`src/sv/bttok_pkg.sv`:
```
`default_nettype none

package bttok_pkg;

    // Offset counter width default
    localparam int OFFSET_BITS_DEFAULT = 16;

    // Width of offsets and lengths in a result
    localparam int RES_BITS = 16;

    // Configuration register indexes
    localparam logic [2:0] REG_DELIM_FIRST  = 3'd0;
    localparam logic [2:0] REG_DELIM_SECOND = 3'd1;
    localparam logic [2:0] REG_OPEN         = 3'd2;
    localparam logic [2:0] REG_CLOSE        = 3'd3;
    localparam logic [2:0] REG_ESCAPE       = 3'd4;

    // Configuration reset values
    localparam logic [7:0] DELIM_FIRST_RST  = 8'd32;
    localparam logic [7:0] DELIM_SECOND_RST = 8'd10;
    localparam logic [7:0] OPEN_RST         = 8'd40;
    localparam logic [7:0] CLOSE_RST        = 8'd41;
    localparam logic [7:0] ESCAPE_RST       = 8'd96;

    // Token kinds
    localparam logic [1:0] KIND_TEXT  = 2'd0;
    localparam logic [1:0] KIND_DELIM = 2'd1;
    localparam logic [1:0] KIND_BRACE = 2'd2;

    // Error codes
    localparam logic [1:0] ERR_NONE    = 2'd0;
    localparam logic [1:0] ERR_ESCAPE  = 2'd1;
    localparam logic [1:0] ERR_TOO_LONG = 2'd2;

    // Result queue depth (room for two results per byte plus drain slack)
    localparam int RESQ_DEPTH = 4;

    typedef struct packed {
        logic [1:0]          kind;
        logic [RES_BITS-1:0] start;
        logic [RES_BITS-1:0] length;
        logic [1:0]          err;
        logic                fin;
    } tok_res_t;

endpackage

`default_nettype wire

```
`src/sv/bracket_text_tokenizer.sv`:
```
`default_nettype none

// Channel   Signals                                         Direction
// --------  ----------------------------------------------  ---------
// input     in_valid, in_stall, in_byte, end_of_text        byte in
// output    out_valid, out_stall, token_kind, token_start,  token out
//           token_length, error_code, final_result
// config    cfg_we, cfg_index, cfg_data                     write only
//
// One byte is taken per cycle while in_stall is low; its zero, one or two tokens are computed in
// the same cycle and written into a four-entry result queue.
// Results leave the queue one per cycle while out_stall is low, each from a registered entry.
// in_stall rises when the queue could not hold two more results.
// Reset clears the tokenizer state, empties the queue and returns the character registers to their defaults.
// out_stall only holds the queue head; the input keeps flowing until in_stall rises.

module bracket_text_tokenizer #(
    parameter int OFFSET_BITS = bttok_pkg::OFFSET_BITS_DEFAULT
) (
    input  wire                            clk,
    input  wire                            rst_n,
    // byte input
    input  wire                            in_valid,
    output logic                           in_stall,
    input  wire  [7:0]                     in_byte,
    input  wire                            end_of_text,
    // token output
    output logic                           out_valid,
    input  wire                            out_stall,
    output logic [1:0]                     token_kind,
    output logic [bttok_pkg::RES_BITS-1:0] token_start,
    output logic [bttok_pkg::RES_BITS-1:0] token_length,
    output logic [1:0]                     error_code,
    output logic                           final_result,
    // configuration
    input  wire                            cfg_we,
    input  wire  [2:0]                     cfg_index,
    input  wire  [7:0]                     cfg_data
);

    localparam int PTR_BITS = $clog2(bttok_pkg::RESQ_DEPTH);
    localparam int CNT_BITS = PTR_BITS + 1;
    localparam logic [OFFSET_BITS-1:0] POS_LIMIT = '1;
    localparam logic [CNT_BITS-1:0] STALL_LEVEL = CNT_BITS'(bttok_pkg::RESQ_DEPTH - 2);

    // Character registers
    logic [7:0] delim_first_reg;
    logic [7:0] delim_second_reg;
    logic [7:0] open_reg;
    logic [7:0] close_reg;
    logic [7:0] escape_reg;

    always_ff @(posedge clk or negedge rst_n)
    begin
        if (!rst_n)
        begin
            delim_first_reg  <= bttok_pkg::DELIM_FIRST_RST;
            delim_second_reg <= bttok_pkg::DELIM_SECOND_RST;
            open_reg         <= bttok_pkg::OPEN_RST;
            close_reg        <= bttok_pkg::CLOSE_RST;
            escape_reg       <= bttok_pkg::ESCAPE_RST;
        end
        else if (cfg_we)
        begin
            unique case (cfg_index)
                bttok_pkg::REG_DELIM_FIRST:  delim_first_reg  <= cfg_data;
                bttok_pkg::REG_DELIM_SECOND: delim_second_reg <= cfg_data;
                bttok_pkg::REG_OPEN:         open_reg         <= cfg_data;
                bttok_pkg::REG_CLOSE:        close_reg        <= cfg_data;
                bttok_pkg::REG_ESCAPE:       escape_reg       <= cfg_data;
                default: ;
            endcase
        end
    end

    // Tokenizer state
    logic [OFFSET_BITS-1:0] pos_reg, pos_next;
    logic [OFFSET_BITS-1:0] run_start_reg, run_start_next;
    logic                   in_run_reg, in_run_next;
    logic                   after_esc_reg, after_esc_next;
    logic                   error_latched_reg, error_latched_next;

    // Result queue
    bttok_pkg::tok_res_t    resq_reg [bttok_pkg::RESQ_DEPTH];
    logic [PTR_BITS-1:0]    wr_ptr_reg, rd_ptr_reg;
    logic [CNT_BITS-1:0]    count_reg, count_next;

    logic                   in_xfer, out_xfer;
    logic                   is_delim, is_open, is_close, is_esc, is_other;
    logic                   punct_has;
    bttok_pkg::tok_res_t    punct_res, res_a, res_b;
    logic [1:0]             n_res;
    logic [OFFSET_BITS-1:0] pos_inc;
    logic [OFFSET_BITS-1:0] run_from;

    function automatic bttok_pkg::tok_res_t make_res(
        input logic [1:0]             kind,
        input logic [OFFSET_BITS-1:0] start,
        input logic [OFFSET_BITS-1:0] length,
        input logic [1:0]             err
    );
        bttok_pkg::tok_res_t r;
        r.kind   = kind;
        r.start  = bttok_pkg::RES_BITS'(start);
        r.length = bttok_pkg::RES_BITS'(length);
        r.err    = err;
        r.fin    = 1'b0;
        return r;
    endfunction

    assign in_stall  = (count_reg > STALL_LEVEL);
    assign in_xfer   = in_valid && !in_stall;
    assign out_valid = (count_reg != '0);
    assign out_xfer  = out_valid && !out_stall;

    // Byte classes, in precedence order
    always_comb
    begin
        is_delim = (in_byte == delim_first_reg) || (in_byte == delim_second_reg);
        is_open  = !is_delim && (in_byte == open_reg);
        is_close = !is_delim && !is_open && (in_byte == close_reg);
        is_esc   = !is_delim && !is_open && !is_close && (in_byte == escape_reg);
        is_other = !is_delim && !is_open && !is_close && !is_esc;
    end

    // Token for a punctuation byte outside an escape
    always_comb
    begin
        punct_has = 1'b1;
        punct_res = make_res(bttok_pkg::KIND_TEXT, pos_reg, '0, bttok_pkg::ERR_ESCAPE);
        priority if (is_delim)
            punct_res = make_res(bttok_pkg::KIND_DELIM, pos_reg, OFFSET_BITS'(1),
                                 bttok_pkg::ERR_NONE);
        else if (is_open || is_close)
            punct_res = make_res(bttok_pkg::KIND_BRACE, pos_reg, OFFSET_BITS'(1),
                                 bttok_pkg::ERR_NONE);
        else if (!end_of_text)
            punct_has = 1'b0;
        else
            punct_has = 1'b1;
    end

    // Next state and the results of the accepted byte
    always_comb
    begin
        pos_inc            = pos_reg + OFFSET_BITS'(1);
        run_from           = in_run_reg ? run_start_reg : pos_reg;
        pos_next           = pos_reg;
        run_start_next     = run_start_reg;
        in_run_next        = in_run_reg;
        after_esc_next     = after_esc_reg;
        error_latched_next = error_latched_reg;
        res_a              = make_res(bttok_pkg::KIND_TEXT, pos_reg, '0, bttok_pkg::ERR_NONE);
        res_b              = punct_res;
        n_res              = 2'd0;

        if (in_xfer && !error_latched_reg)
        begin
            if (pos_reg == POS_LIMIT)
            begin
                res_a = make_res(bttok_pkg::KIND_TEXT, pos_reg, '0,
                                 bttok_pkg::ERR_TOO_LONG);
                n_res              = 2'd1;
                error_latched_next = 1'b1;
                in_run_next        = 1'b0;
                after_esc_next     = 1'b0;
            end
            else
            begin
                priority if (after_esc_reg)
                begin
                    after_esc_next = 1'b0;
                    n_res          = 2'd1;
                    if (!is_other)
                        res_a = make_res(bttok_pkg::KIND_TEXT, pos_reg, OFFSET_BITS'(1),
                                         bttok_pkg::ERR_NONE);
                    else
                    begin
                        res_a = make_res(bttok_pkg::KIND_TEXT, pos_reg, '0,
                                         bttok_pkg::ERR_ESCAPE);
                        error_latched_next = 1'b1;
                    end
                end
                else if (is_other)
                begin
                    in_run_next    = 1'b1;
                    run_start_next = run_from;
                    if (end_of_text)
                    begin
                        res_a = make_res(bttok_pkg::KIND_TEXT, run_from,
                                         pos_inc - run_from, bttok_pkg::ERR_NONE);
                        n_res = 2'd1;
                    end
                end
                else
                begin
                    // close an open run, then the punctuation token
                    in_run_next = 1'b0;
                    if (in_run_reg)
                    begin
                        res_a = make_res(bttok_pkg::KIND_TEXT, run_start_reg,
                                         pos_reg - run_start_reg, bttok_pkg::ERR_NONE);
                        n_res = punct_has ? 2'd2 : 2'd1;
                    end
                    else
                    begin
                        res_a = punct_res;
                        n_res = punct_has ? 2'd1 : 2'd0;
                    end
                    if (is_esc && end_of_text)
                        error_latched_next = 1'b1;
                    else if (is_esc)
                        after_esc_next = 1'b1;
                end

                if (end_of_text)
                begin
                    pos_next       = '0;
                    in_run_next    = 1'b0;
                    run_start_next = '0;
                    after_esc_next = 1'b0;
                end
                else
                    pos_next = pos_inc;
            end
        end

        res_a.fin = (n_res == 2'd1);
        res_b.fin = 1'b1;
    end

    always_comb
    begin
        count_next = count_reg + CNT_BITS'(n_res) - CNT_BITS'(out_xfer);
    end

    // Control registers
    always_ff @(posedge clk or negedge rst_n)
    begin
        if (!rst_n)
        begin
            pos_reg           <= '0;
            run_start_reg     <= '0;
            in_run_reg        <= 1'b0;
            after_esc_reg     <= 1'b0;
            error_latched_reg <= 1'b0;
            wr_ptr_reg        <= '0;
            rd_ptr_reg        <= '0;
            count_reg         <= '0;
        end
        else
        begin
            pos_reg           <= pos_next;
            run_start_reg     <= run_start_next;
            in_run_reg        <= in_run_next;
            after_esc_reg     <= after_esc_next;
            error_latched_reg <= error_latched_next;
            wr_ptr_reg        <= wr_ptr_reg + PTR_BITS'(n_res);
            rd_ptr_reg        <= rd_ptr_reg + PTR_BITS'(out_xfer);
            count_reg         <= count_next;
        end
    end

    // Queue storage
    always_ff @(posedge clk)
    begin
        if (n_res != 2'd0)
            resq_reg[wr_ptr_reg] <= res_a;
        if (n_res == 2'd2)
            resq_reg[wr_ptr_reg + PTR_BITS'(1)] <= res_b;
    end

    assign token_kind   = resq_reg[rd_ptr_reg].kind;
    assign token_start  = resq_reg[rd_ptr_reg].start;
    assign token_length = resq_reg[rd_ptr_reg].length;
    assign error_code   = resq_reg[rd_ptr_reg].err;
    assign final_result = resq_reg[rd_ptr_reg].fin;

    // Queue never overfills
    a_count_bound: assert property (@(posedge clk) disable iff (!rst_n)
        count_reg <= CNT_BITS'(bttok_pkg::RESQ_DEPTH))
        else $error("result queue overflow");

    // A latched error stays latched and produces nothing
    a_err_sticky: assert property (@(posedge clk) disable iff (!rst_n)
        error_latched_reg |=> error_latched_reg && (count_reg <= $past(count_reg)))
        else $error("latched error released or new result after error");

    // A pending escape never coexists with an open run
    a_esc_no_run: assert property (@(posedge clk) disable iff (!rst_n)
        after_esc_reg |-> !in_run_reg)
        else $error("escape pending with open text run");

    // Error results carry zero length
    a_err_len: assert property (@(posedge clk) disable iff (!rst_n)
        (out_valid && (error_code != bttok_pkg::ERR_NONE)) |-> (token_length == '0))
        else $error("error result with nonzero length");

endmodule

`default_nettype wire
```
`config.mk`:
```
export PLATFORM = sky130hd
export DESIGN_NAME = bracket_text_tokenizer
export DESIGN_NICKNAME = d
export VERILOG_FILES = /design/src/sv/bttok_pkg.sv /design/src/sv/bracket_text_tokenizer.sv
export SDC_FILE = /design/constraint.sdc
export NUM_CORES = 1
export LEC_CHECK = 0
export BUFFER_PORTS_ARGS = -buffer_cell sky130_fd_sc_hd__buf_2
export CAP_MARGIN = 5
export CORE_ASPECT_RATIO = 1.75
export CORE_MARGIN = 2
export CORE_UTILIZATION = 40
export DETAILED_ROUTE_END_ITERATION = 7
export GPL_TIMING_DRIVEN = 1
export MAX_ROUTING_LAYER = met4
export PLACE_DENSITY = 0.55
export SYNTH_ARGS = -nofsm -noshare
export SYNTH_HDL_FRONTEND = slang
export SYNTH_SLANG_ARGS = --single-unit
```
`constraint.sdc`:
```
create_clock -name clk -period 10.3 [get_ports clk]
set_clock_uncertainty 0.15 [all_clocks]
set_input_delay 0 -clock clk [delete_from_list [all_inputs] [get_ports clk]]
set_output_delay 0 -clock clk [all_outputs]
set_load 0.05 [all_outputs]
```
### Word-level counts from Yosys, hierarchy flattened

Memories as Yosys holds them, arrays and structs flattened.
Index checks and enable logic that the tools add are counted.

| storage, ports and cells | value |
|---|---|
| output and inout port bits | 39 |
| memories | 1 |
| input port bits | 25 |
| RAM bits | 148 |
| register bits after elaboration | 82 |

| cells by class | value |
|---|---|
| bitwise logic cells | 1 |
| mux-type cells | 44 |
| equal/unequal tests | 16 |
| $add $sub $neg | 8 |
| $lt $le $gt $ge | 1 |
| reductions and logical operators | 33 |

Memories:

| memory | words | bits a word | read ports | clocked after Yosys merged registers in | wr ports | line | RTL |
|---|---|---|---|---|---|---|---|
| resq_reg | 4 | 37 | 1 | 0 | 2 | bracket_text_tokenizer.sv:84 | `bttok_pkg::tok_res_t resq_reg [bttok_pkg::RESQ_DEPTH];` |

Operators with widths:

| kind | count |
|---|---|
| 37-bit two-way mux | 7 |
| 16-bit two-way mux | 5 |
| 8-bit == test | 5 |
| 35-bit two-way mux | 1 |
| 16-bit subtractor | 2 |
| 1-bit two-way mux | 24 |
| 16-bit by 1-bit adder with 16-bit output (second input constant) | 1 |
| 16-bit == test (second input constant) | 1 |
| 2-bit AND reduction | 7 |
| 2-bit two-way mux | 6 |
| 1-bit logical AND | 10 |
| 4-bit AND reduction | 2 |
| 1-bit logical NOT | 7 |
| 3-bit by 2-bit == test with 1-bit output (second input constant) | 2 |
| 3-bit by 2-bit inequality test with 1-bit output (second input constant) | 2 |
| 3-bit nonzero test | 2 |
| 4-bit two-way mux | 1 |
| 2-bit nonzero test | 2 |
| 3-bit by 2-bit adder with 3-bit output | 1 |
| 3-bit by 1-bit == test with 1-bit output (second input constant) | 1 |
| 3-bit == test (second input constant) | 1 |
| 3-bit by 2-bit > comparator with 1-bit output (second input constant) | 1 |
| 3-bit logical NOT | 1 |
| 3-bit by 1-bit inequality test with 1-bit output (second input constant) | 1 |
| 9 further kinds | 10 |

### Depth between registers and ports, before layout

Gate-level depths: netlist (run 1).

| depth | value |
|---|---|
| depth after elaboration | 19 |
| depth in mapped cells | 17 |

### Least setup slack after synthesis (run 1)

Ideal clock, no wire load.

| timing | value |
|---|---|
| path kind | reg-to-reg |
| start | register delim_second_reg[3] |
| end | memory resq_reg[2][19] (netlist bit) (enable) |
| path slack | 6.526 ns |
| cell stages (with the launch flop) | 14 |
| arrival time | 3.248 ns |
| buffers on the path | 1 |
| cells stage by stage | dfstp_2 xor2_1 nor4_1 a22oi_2 nand2_1 inv_1 nand2_1 ha_1 nor2_1 mux2_4 a21oi_4 nand2_2 clkbuf_1 nand2_1 |

RTL lines:

| element | line | RTL |
|---|---|---|
| start, declared | bracket_text_tokenizer.sv:48 | `logic [7:0] delim_second_reg;` |
| start signal, assigned | bracket_text_tokenizer.sv:58 | `delim_second_reg <= bttok_pkg::DELIM_SECOND_RST;` |
| start signal, assigned | bracket_text_tokenizer.sv:67 | `bttok_pkg::REG_DELIM_SECOND: delim_second_reg <= cfg_data;` |
| end, declared | bracket_text_tokenizer.sv:84 |  |

==> reports/results.tsv, run 1 <==
stage	metric	value	unit
timing	grt_setup_unrepaired	no	
synth	yosysWarnings	0	
power_and_ir_drop	combPwrFrac	0.454	
place	io_buffers	63	
timing	fin_crit_sh	0.493	
setup_path	cp_slowest_stage_delay	1.00	ns
run_status	run_status	finished, final reports clean	
power_and_ir_drop	power_frac_clock	0.219	
power_and_ir_drop	power.switching	1.66	mW
clock_tree	clkSinkCount	230	
floorplan	design.core.area	31300	sq um
setup_path	critPathSlowestCell	nand2_1	
final_layout	drive_above_1_share	0.190	
timing	period_minus_slack	5.08	ns
route	firstDrtPassIters	5	
clock_tree	clock_latency	0.54	ns
clock_tree	cts_setup_buffers	0	
place	placed_cells	1612	
global_route	grt_max_degree	77	
global_route	grt_pass1_vias	9888	
floorplan	dieHeight	239	um
synth	synth.distinct_cells	73	
place	globalplace.congestion	0.932	
route	vias	9706	
power_and_ir_drop	intPower	2.27	mW
synth	async_flop_share	0.357	
route	finalWirelength	38700	um
setup_path	crit_arrival	5.09	ns
clock_tree	holdBufCountCts	19	
setup_path	required	10.31	ns
clock_tree	clk_path_buf_depth	3	
timing	fmaxAchievable	0.197	GHz
power_and_ir_drop	p_seq_frac	0.327	
timing	setup_violations	0	
floorplan	die_area	33000	sq um
route	via_per_inst	5.79	
route	drc	0	
floorplan	start_util	0.403	
setup_path	worstSetupPathDepth	12	
floorplan	die_w	138	um
synth	ys_ff_latch	230	
min_path	hold_path_class	input pin to async pin	
setup_path	critPathTopFamily	simple AND/OR/NAND/NOR gates	
synth	synth_seq_area_share	0.462	
global_route	grtUsageTotal	0.240	
final_layout	largest_reg_flops	148	
setup_path	r2r.worst_path.cells	12	
setup_path	cp_max_fo	45	
synth	synth_ff_type	edfxtp_1	
power_and_ir_drop	p_sw_frac	0.422	
timing	worst_slack	5.22	ns
clock_tree	cts_buffers	24	
setup_path	critPathCaptureType	flip-flop	
clock_tree	cts_max_level	1	
timing	drv_slew	0	
setup_path	timing.rr.start	open_reg[3]	
place	place_ws	5.25	ns
global_route	gr-total-overflow	0	
final_layout	final_nets	1326	
synth	synth.avg_cell_area	10.3	sq um
power_and_ir_drop	power.leakage	5.38	nW
setup_path	path_cells	xor2_1 -> nor4_1 -> a22oi_1 -> nand2_1 -> inv_1 -> nand2_1 -> ha_1 -> nor2_1 -> mux2_4 -> a21oi_4 -> nand2_2 -> nand2_1	
timing	tightestPinTransition	1.11	ns
clock_tree	cts_resized	0	
setup_path	startpoint	open_reg[3]	
timing	tns	0	ns
global_route	antenna_found_initial	0	
route	avgRoutedWirePerCell	23.1	um
clock_tree	ctsRootBufferMaster	clkbuf_16	
route	first_iter_violations	669	
floorplan	rows	86	
synth	synth_nets	1285	
flow_run	drv_cap	0	
setup_path	setup.worst_path.start_class	flip-flop	
synth	syn_area	12600	sq um
synth	synth_edf_count	80	
final_layout	antenna_cells	0	
synth	syn_inst	1220	
place	post-dp-hpwl	28600	um
final_layout	layoutNonFillerInstCount	1675	
setup_path	cp.buffers_inverters	1	
clock_tree	path_clk_slew	0.06	ns
setup_path	timing.critical_path.mode_cell	nand2_1	
route	ant_nets	0	
final_layout	nFillCells	2981	
setup_path	critical_path_class	flip-flop to flip-flop	
power_and_ir_drop	ir_worst_vdd	0.172	mV
global_route	grt_pass1_wl	58900	um
timing	maxSlewHeadroom	0.258	
timing	finalHoldViolCount	0	
floorplan	io_pins	64	
power_and_ir_drop	p_per_area	279	nW/um^2
clock_tree	cts_tree	done	
final_layout	syn_to_final_growth	11.7	%
power groups by stage:
stage | Combinational (mW) | Clock [mW] | Sequential, mW
3_3_place_gp | 1.78 | 0 | 1.30
4_1_cts | 1.80 | 0.873 | 1.29
2_1_floorplan | 1.37 | 0 | 1.23
6_report | 1.79 | 0.860 | 1.29
5_1_grt | 1.94 | 0.908 | 1.31
3_5_place_dp | 1.79 | 0 | 1.30
synthesized netlist by cell type, types with 11 or more instances:
cell	instances	area share
o21ai_1	15	0.0059
xnor2_1	21	0.015
nor2_1	64	0.019
clkbuf_1	34	0.010
o21ai_0	136	0.054
a21oi_1	33	0.013
edfxtp_1	80	0.19
mux2_2	52	0.046
buf_2	19	0.0075
dfrtp_1	72	0.14
o31ai_1	11	0.0065
nand3_1	70	0.028
ha_1	37	0.037
xor2_1	55	0.038
dfxtp_1	68	0.11
nor3_1	14	0.0056
nor4_1	12	0.0059
inv_1	48	0.014
mux4_2	37	0.066
a221o_1	12	0.0095
nand2_1	140	0.042
through the flow:
stage | power (mW) | area (sq um) | hold WS [ns] | util
after detailed placement | 3.10 | 13100 | -0.319 | 0.420
after floorplan | 2.60 | 12600 | -0.446 | -
after CTS | 3.97 | 14100 | 0.131 | 0.450
final | 3.93 | 14100 | 0.103 | 0.450
after global placement | 3.07 | 13100 | -0.318 | 0.420
after global routing | 4.16 | 14100 | 0.170 | 0.450
layer usage:
| metal | global-route usage | vias up | share of wire |
|---|---|---|---|
| met5 | - | - | 0 |
| met1 | 0.238 | 4773 | 0.34 |
| met4 | 0.133 | 0 | 0.058 |
| met2 | 0.460 | 308 | 0.56 |
| met3 | 0.0202 | 114 | 0.036 |
| li1 | - | 4511 | - |
logic make-up after synthesis:
| family | share of synthesized area |
|---|---|
| AO/OA/AOI/OAI | 0.147 |
| XOR/XNOR | 0.0528 |
| adder cells (fa/ha/maj) | 0.0414 |
| buffers and inverters | 0.0435 |
| flip-flops | 0.462 |
| multiplexers | 0.116 |
| AND/OR/NAND/NOR | 0.137 |
worst min-delay path, stage by stage:
cell	delay [ns]
dlygate4sd3_1	0.52
buf_4	0.11
buf_4	0.72
cells in the final DEF, fill, tap and decap left out, types with 37 or more instances in the layout:
cell type	count
nand2_1	140
mux4_2	37
xor2_1	55
ha_1	37
buf_2	62
dfxtp_1	68
mux2_2	52
dfrtp_1	70
inv_1	48
edfxtp_1	80
nand3_1	70
nor2_1	64
o21ai_0	136
area by class of cell:
type / count / area [sq um] / area share
Sequential cell: 230 / 5830 / 0.414
Timing Repair Buffer: 90 / 568 / 0.0403
Tap cell: 396 / 495 / 0.0351
Multi-Input combinational cell: 867 / 6250 / 0.444
Clock buffer: 31 / 664 / 0.0471
Clock inverter: 13 / 105 / 0.00745
Inverter: 48 / 180 / 0.0128
final timing paths:
path	end	slack, ns
worst min register to register	resq_reg[3][12]	0.31
max in group asynchronous	error_latched_reg	9.19
min in group clk	open_reg[0]	0.15
worst max-delay path	resq_reg[1][21]	5.22
worst min-delay path	run_start_reg[7]	0.10
worst max register to register	resq_reg[1][21]	5.22
Power figures use the tool's default switching activity.
==> run 2: changes to the inputs <==
Clock period 10.3 ns to 5.2 ns, I/O delays scaled along.
==> run 2 against run 1 <==
Count of clock-buffer cells in the layout up 8. Via count up 1.9%. Fmax up 18%. Utilization up 0.62 points. Routed wire length down 0.56%. Die area unchanged. Global-route usage down 0.061 points. Highest routed layer unchanged.
==> reports/results.tsv, run 2 (synthesis gave the netlist of run 1 again) <==
stage	metric	value	unit	change
clock_tree	cts_setup_buffers	0		unchanged
global_route	grt_pass1_wl	59100	um	+0.45%
clock_tree	path_clk_slew	0.06	ns	about the same
global_route	gr-total-overflow	0		unchanged
final_layout	final_nets	1344		+1.4%
route	finalWirelength	38500	um	-0.56%
final_layout	fin_util	0.456		+0.00615
clock_tree	cts_max_level	1		unchanged
global_route	grt_max_degree	57		-26%
route	first_iter_violations	597		-11%
final_layout	multiInputGateArea	6240	sq um	-0.16%
power_and_ir_drop	p_per_area	550	nW/um^2	+97%
place	io_buffers	63		unchanged
clock_tree	clock_latency	0.54	ns	about the same
global_route	grtUsageTotal	0.240		-0.000611
min_path	hold_path_class	input pin to flip-flop		
global_route	grt_pass1_vias	9994		+1.1%
timing	fin_crit_sh	0.832		+0.338
clock_tree	cts_buffers	24		unchanged
final_layout	regArea	5830	sq um	unchanged
timing	grt_setup_unrepaired	no		
final_layout	mostFrequentLayoutCells	140 x nand2_1, 136 x o21ai_0, 80 x edfxtp_1		
run_status	run_status	finished, final reports clean		
route	firstDrtPassIters	5		unchanged
route	drc	0		unchanged
floorplan	die_w	138	um	unchanged
clock_tree	clk_path_buf_depth	3		unchanged
timing	fmaxAchievable	0.231	GHz	+18%
timing	finalHoldViolCount	0		unchanged
timing	tns	0	ns	unchanged
timing	setup_violations	0		unchanged
clock_tree	cts_resized	0		unchanged
route	ant_nets	0		unchanged
global_route	antenna_found_initial	0		unchanged
setup_path	crit_arrival	4.39	ns	-0.70 ns
timing	drv_slew	0		unchanged
power_and_ir_drop	ir_worst_vdd	0.306	mV	+78%
setup_path	cp_max_fo	20		-56%
route	avgRoutedWirePerCell	22.7	um	-1.6%
setup_path	critPathCaptureType	flip-flop		
final_layout	final_common_cell	nand2_1		
floorplan	die_area	33000	sq um	unchanged
final_layout	nFillCells	2935		-1.5%
route	via_per_inst	5.84		+0.84%
timing	period_minus_slack	4.32	ns	-0.758 ns
min_path	min_path_cells	3		
final_layout	antenna_cells	0		unchanged
final_layout	syn_to_final_growth	13.3	%	
clock_tree	holdBufCountCts	21		+2
floorplan	io_pins	64		unchanged
setup_path	r2r.worst_path.cells	14		+2
flow_run	drv_cap	0		unchanged
setup_path	critical_path_class	flip-flop to flip-flop		
clock_tree	clkSinkCount	230		unchanged
floorplan	dieHeight	239	um	unchanged
timing	maxSlewHeadroom	0.171		-0.0875
timing	tightestPinTransition	1.24	ns	+0.130 ns
floorplan	rows	86		unchanged
power_and_ir_drop	power.leakage	5.48	nW	+1.9%
route	vias	9893		+1.9%
place	post-dp-hpwl	27700	um	-3.3%
setup_path	required	5.26	ns	-5.05 ns
clock_tree	cts_tree	done		
floorplan	start_util	0.403		unchanged
setup_path	setup.worst_path.start_class	flip-flop		
final_layout	largest_reg_flops	148		unchanged
clock_tree	ctsRootBufferMaster	clkbuf_16		
final_layout	drive_above_1_share	0.197		+0.00662
place	globalplace.congestion	0.903		-3.0%
floorplan	design.core.area	31300	sq um	unchanged
-- run 2: changes by cell type in the layout (fill, tap and decap cells not counted), moves of 2 or more --
cell,before,now
buf_4,9,24
clkinv_2,6,2
inv_4,4,1
clkbuf_16,24,27
clkbuf_1,2,6
buf_12,0,2
-- run 2: layout make-up --
type	count	area share
inverter	48	0.0126
sequential	230	0.408
multi-input combinational	867	0.437
timing repair buffer	108	0.0511
clock inverter	5	0.00289
clock buffer	39	0.0538
tap	396	0.0347
-- run 2: routing by layer --
metal	global-route usage	part of all wire	vias to the layer above
li1	-	-	4569
met1	0.240	0.34	4876
met2	0.449	0.55	337
met3	0.0218	0.042	111
met4	0.142	0.067	0
met5	-	0	-
-- run 2: power breakdown --
| group | switching (mW) | internal, mW | total, mW |
|---|---|---|---|
| combinational | 2.17 | 1.34 | 3.51 |
| clock | 0.747 | 1.02 | 1.76 |
| sequential | 0.346 | 2.24 | 2.59 |
-- run 2: final timing paths --
| kind | startpoint | to | slack, ns |
|---|---|---|---|
| max | delim_second_reg[3] | resq_reg[0][24] | 0.88 |
| min | cfg_data[0] | open_reg[0] | 0.16 |
| max reg2reg | delim_second_reg[3] | resq_reg[0][24] | 0.88 |
| min reg2reg | resq_reg[1][12] | resq_reg[1][12] | 0.31 |
| max in group asynchronous | rst_n | run_start_reg[8] | 3.79 |
| min in group asynchronous | rst_n | run_start_reg[14] | 0.39 |
-- run 2: through the flow --
stage               instances  total power [mW]  worst slack, ns  area, sq um  hold WS [ns]
global placement         1628              6.08            0.955        13300        -0.166
global route             1693              8.30            0.553        14300         0.156
floorplan                1220              5.15             1.43        12600        -0.446
finish                   1693              7.86            0.875        14300         0.159
detailed placement       1628              6.11            0.864        13300        -0.164
CTS                      1693              7.90            0.846        14300         0.139
-- run 2: worst max-delay path, cell delays in order, from the launching register on --
cell	delay [ns]
dfstp_2	0.53
xor2_1	0.14
nor4_1	0.07
a22oi_2	0.52
nand2_1	0.27
inv_1	0.30
nand2_1	0.10
ha_1	0.40
nor2_1	0.06
mux2_4	0.28
a21o_1	0.26
nor3_4	0.32
nor2_1	0.16
inv_1	0.09
buf_4	0.31
==> run 3: changes to the inputs <==
Settings changed: ABC_AREA set to 1.
Clock period 5.2 ns to 4.2 ns, I/O delays scaled along.
==> run 3 against run 2 <==
Sequential power shrank 4%. Synthesized cell count is 49% higher. Total power down 10%. Via count increased by 26%. Utilization grew 0.21 points.
==> reports/results.tsv, run 3 <==
stage	metric	value	unit	change
run_status	run_status	finished, final reports clean		
synth	synth_area_leader_cell	edfxtp_1		
route	vias	12508		+26%
final_layout	final_common_cell	nand2_1		
timing	fmaxAchievable	0.270	GHz	+17%
timing	tns	0	ns	unchanged
synth	ys_ff_latch	230		unchanged
synth	synth.avg_cell_area	7.41	sq um	-28%
floorplan	io_pins	64		unchanged
synth	synth_seq_area_share	0.433		-0.0287
setup_path	crit_arrival	4.06	ns	-0.33 ns
global_route	grt_pass1_vias	12512		+25%
synth	synth_commonest_cells	543 x nand2_1, 204 x o21ai_0, 173 x nor2_1, 144 x inv_1, 97 x nand3_1		
global_route	grt_max_degree	76		+33%
power_and_ir_drop	p_seq_frac	0.353		+0.024
global_route	grtUsageTotal	0.274		+0.0343
final_layout	fin_util	0.458		+0.00208
setup_path	critPathCaptureType	flip-flop		
power_and_ir_drop	power_frac_clock	0.324		+0.100
clock_tree	cts_buffers	25		+4.2%
place	post-dp-hpwl	32700	um	+18%
floorplan	start_util	0.407		+0.00437
clock_tree	holdBufCountCts	18		-14%
clock_tree	clock_latency	0.57	ns	+0.03 ns
global_route	gr-total-overflow	0		unchanged
floorplan	rows	88		+2.3%
timing	period_minus_slack	3.70	ns	-0.621 ns
power_and_ir_drop	combPwrFrac	0.324		-0.122
clock_tree	cts_tree	done		
global_route	grt_pass1_wl	71300	um	+21%
route	drc	0		unchanged
timing	grt_setup_unrepaired	no		
final_layout	nFillCells	3356		+14%
route	via_per_inst	5.45		-6.8%
route	first_iter_violations	825		+38%
timing	fin_crit_sh	0.882		+0.0501
power_and_ir_drop	power.leakage	7.19	nW	+31%
timing	drv_slew	0		unchanged
clock_tree	cts_max_level	1		unchanged
floorplan	die_area	35200	sq um	+6.5%
final_layout	stdcell_area	15100	sq um	+6.0%
synth	synth_most_common_cell	nand2_1		
final_layout	antenna_cells	0		unchanged
place	placed_cells	2233		+37%
clock_tree	clkSinkCount	230		unchanged
setup_path	r2r.worst_path.cells	19		+5
power_and_ir_drop	ir_worst_vdd	0.342	mV	+12%
flow_run	drv_cap	0		unchanged
route	finalWirelength	46300	um	+20%
power_and_ir_drop	intPower	4.26	mW	-7.3%
power_and_ir_drop	p_per_area	465	nW/um^2	-15%
final_layout	drive_above_1_share	0.116		-0.0809
place	globalplace.congestion	1.02		+12%
timing	setup_violations	0		unchanged
power_and_ir_drop	p_sw_frac	0.395		-0.0198
setup_path	critical_path_class	flip-flop to flip-flop		
synth	syn_area	13500	sq um	+6.6%
synth	ys_top_cells_by_area	edfxtp_1 18%, nand2_1 15%, dfrtp_1 13%, dfxtp_1 10%, o21ai_0 7.6%		
final_layout	layoutNonFillerInstCount	2297		+36%
synth	syn_inst	1817		+49%
power_and_ir_drop	power	7.05	mW	-10%
clock_tree	ctsRootBufferMaster	clkbuf_16		
route	firstDrtPassIters	5		unchanged
synth	async_flop_share	0.357		unchanged
setup_path	required	4.56	ns	-0.70 ns
synth	synth_ff_type	edfxtp_1		
global_route	antenna_found_initial	0		unchanged
route	avgRoutedWirePerCell	20.2	um	-11%
synth	synth_edf_count	80		unchanged
final_layout	syn_to_final_growth	12.6	%	
final_layout	mostFrequentLayoutCells	543 x nand2_1, 204 x o21ai_0, 173 x nor2_1		
synth	yosysWarnings	0		unchanged
clock_tree	path_clk_slew	0.07	ns	about the same
route	ant_nets	0		unchanged
final_layout	final_nets	1938		+44%
setup_path	cp_max_fo	11		-45%
place	io_buffers	63		unchanged
timing	tightestPinTransition	0.824	ns	-0.411 ns
timing	maxSlewHeadroom	0.451		+0.280
floorplan	design.core.area	33000	sq um	+5.5%
clock_tree	clk_path_buf_depth	3		unchanged
synth	yosys.area.top_type_share	0.179		-0.0118
min_path	min_path_cells	4		+1
floorplan	dieHeight	247	um	+3.2%
clock_tree	cts_resized	0		unchanged
power_and_ir_drop	power.switching	2.79	mW	-15%
synth	synth_nets	1882		+46%
synth	synth.distinct_cells	48		-34%
place	placed_area	14100	sq um	+6.4%
timing	finalHoldViolCount	0		unchanged
setup_path	setup.worst_path.start_class	flip-flop		
min_path	hold_path_class	input pin to flip-flop		
clock_tree	cts_setup_buffers	0		unchanged
floorplan	die_w	143	um	+3.2%
final_layout	largest_reg_flops	148		unchanged
==> run 3: cell types whose count changed in the layout (fill, tap and decap cells not counted), moves of 37 or more <==
cell,change
mux2_2,-52
mux4_2,-37
nor2_1,+109
nand2_1,+403
inv_1,+95
o22ai_1,+55
o21ai_0,+68
==> run 3: power by group through the flow <==
stage	logic, mW	registers, mW	clock network (mW)
after floorplan	1.66	2.52	0
after global placement	2.28	2.53	0
after detailed placement	2.30	2.53	0
after CTS	2.31	2.48	2.32
after global routing	2.47	2.50	2.41
final	2.28	2.48	2.28
==> run 3: area by class of cell <==
cell class | count | area, sq um | share of cell area
multi-input cells | 1330 | 6500 | 0.429
flip-flops and latches | 230 | 5830 | 0.385
repair buffers | 119 | 831 | 0.0549
clock buffers | 35 | 744 | 0.0492
inverters | 167 | 629 | 0.0416
well taps | 405 | 507 | 0.0335
clock inverters | 11 | 103 | 0.00677
==> run 3: routing by layer <==
metal / GRT usage / vias up / part of all wire
met3: 0.0260 / 114 / 0.042
met1: 0.285 / 5932 / 0.37
met2: 0.510 / 383 / 0.54
met5: - / - / 0
met4: 0.132 / 0 / 0.049
li1: - / 6079 / -
==> run 3: final timing paths <==
check	startpoint	slack (ns)	to
min in group asynchronous	rst_n	0.45	delim_second_reg[1]
worst max register to register	pos_reg[1]	0.50	resq_reg[1][18]
worst max-delay path	pos_reg[1]	0.50	resq_reg[1][18]
worst min-delay path	cfg_index[2]	0.02	escape_reg[1]
max in group asynchronous	rst_n	2.81	run_start_reg[10]
worst min register to register	resq_reg[2][0]	0.30	resq_reg[2][0]
==> run 3: cell families (layout without fill, tap and decap cells) <==
family,Yosys count,after routing,synth area share
and+or+nand+nor,873,873,0.270
AOI/OAI and AO/OA,386,386,0.154
buffers and inverters,257,332,0.0837
DFF,230,230,0.433
adders and majority gates,40,40,0.0389
xor gates and xnor gates,31,31,0.0202
==> run 3: worst max-delay path: stages, from the launching register on <==
cell	delay [ns]
dfrtp_1	0.56
ha_1	0.26
nand3_1	0.14
nor2_2	0.24
nand2_1	0.14
nor2_1	0.13
xor2_1	0.22
inv_1	0.11
ha_1	0.39
inv_1	0.08
o21bai_1	0.19
nand3_1	0.09
nand2_1	0.07
a21oi_1	0.04
nand2_1	0.19
a21oi_1	0.06
nand3b_1	0.15
a21oi_1	0.30
nand2_1	0.09
nand2_1	0.07
==> run 3: stage by stage <==
stage / hold WS, ns / setup slack, ns
2_1_floorplan: -0.446 / 1.13
3_3_place_gp: -0.0998 / 0.558
3_5_place_dp: -0.0994 / 0.550
4_1_cts: 0.00579 / 0.523
5_1_grt: 0.0787 / 0.144
6_report: 0.0184 / 0.496
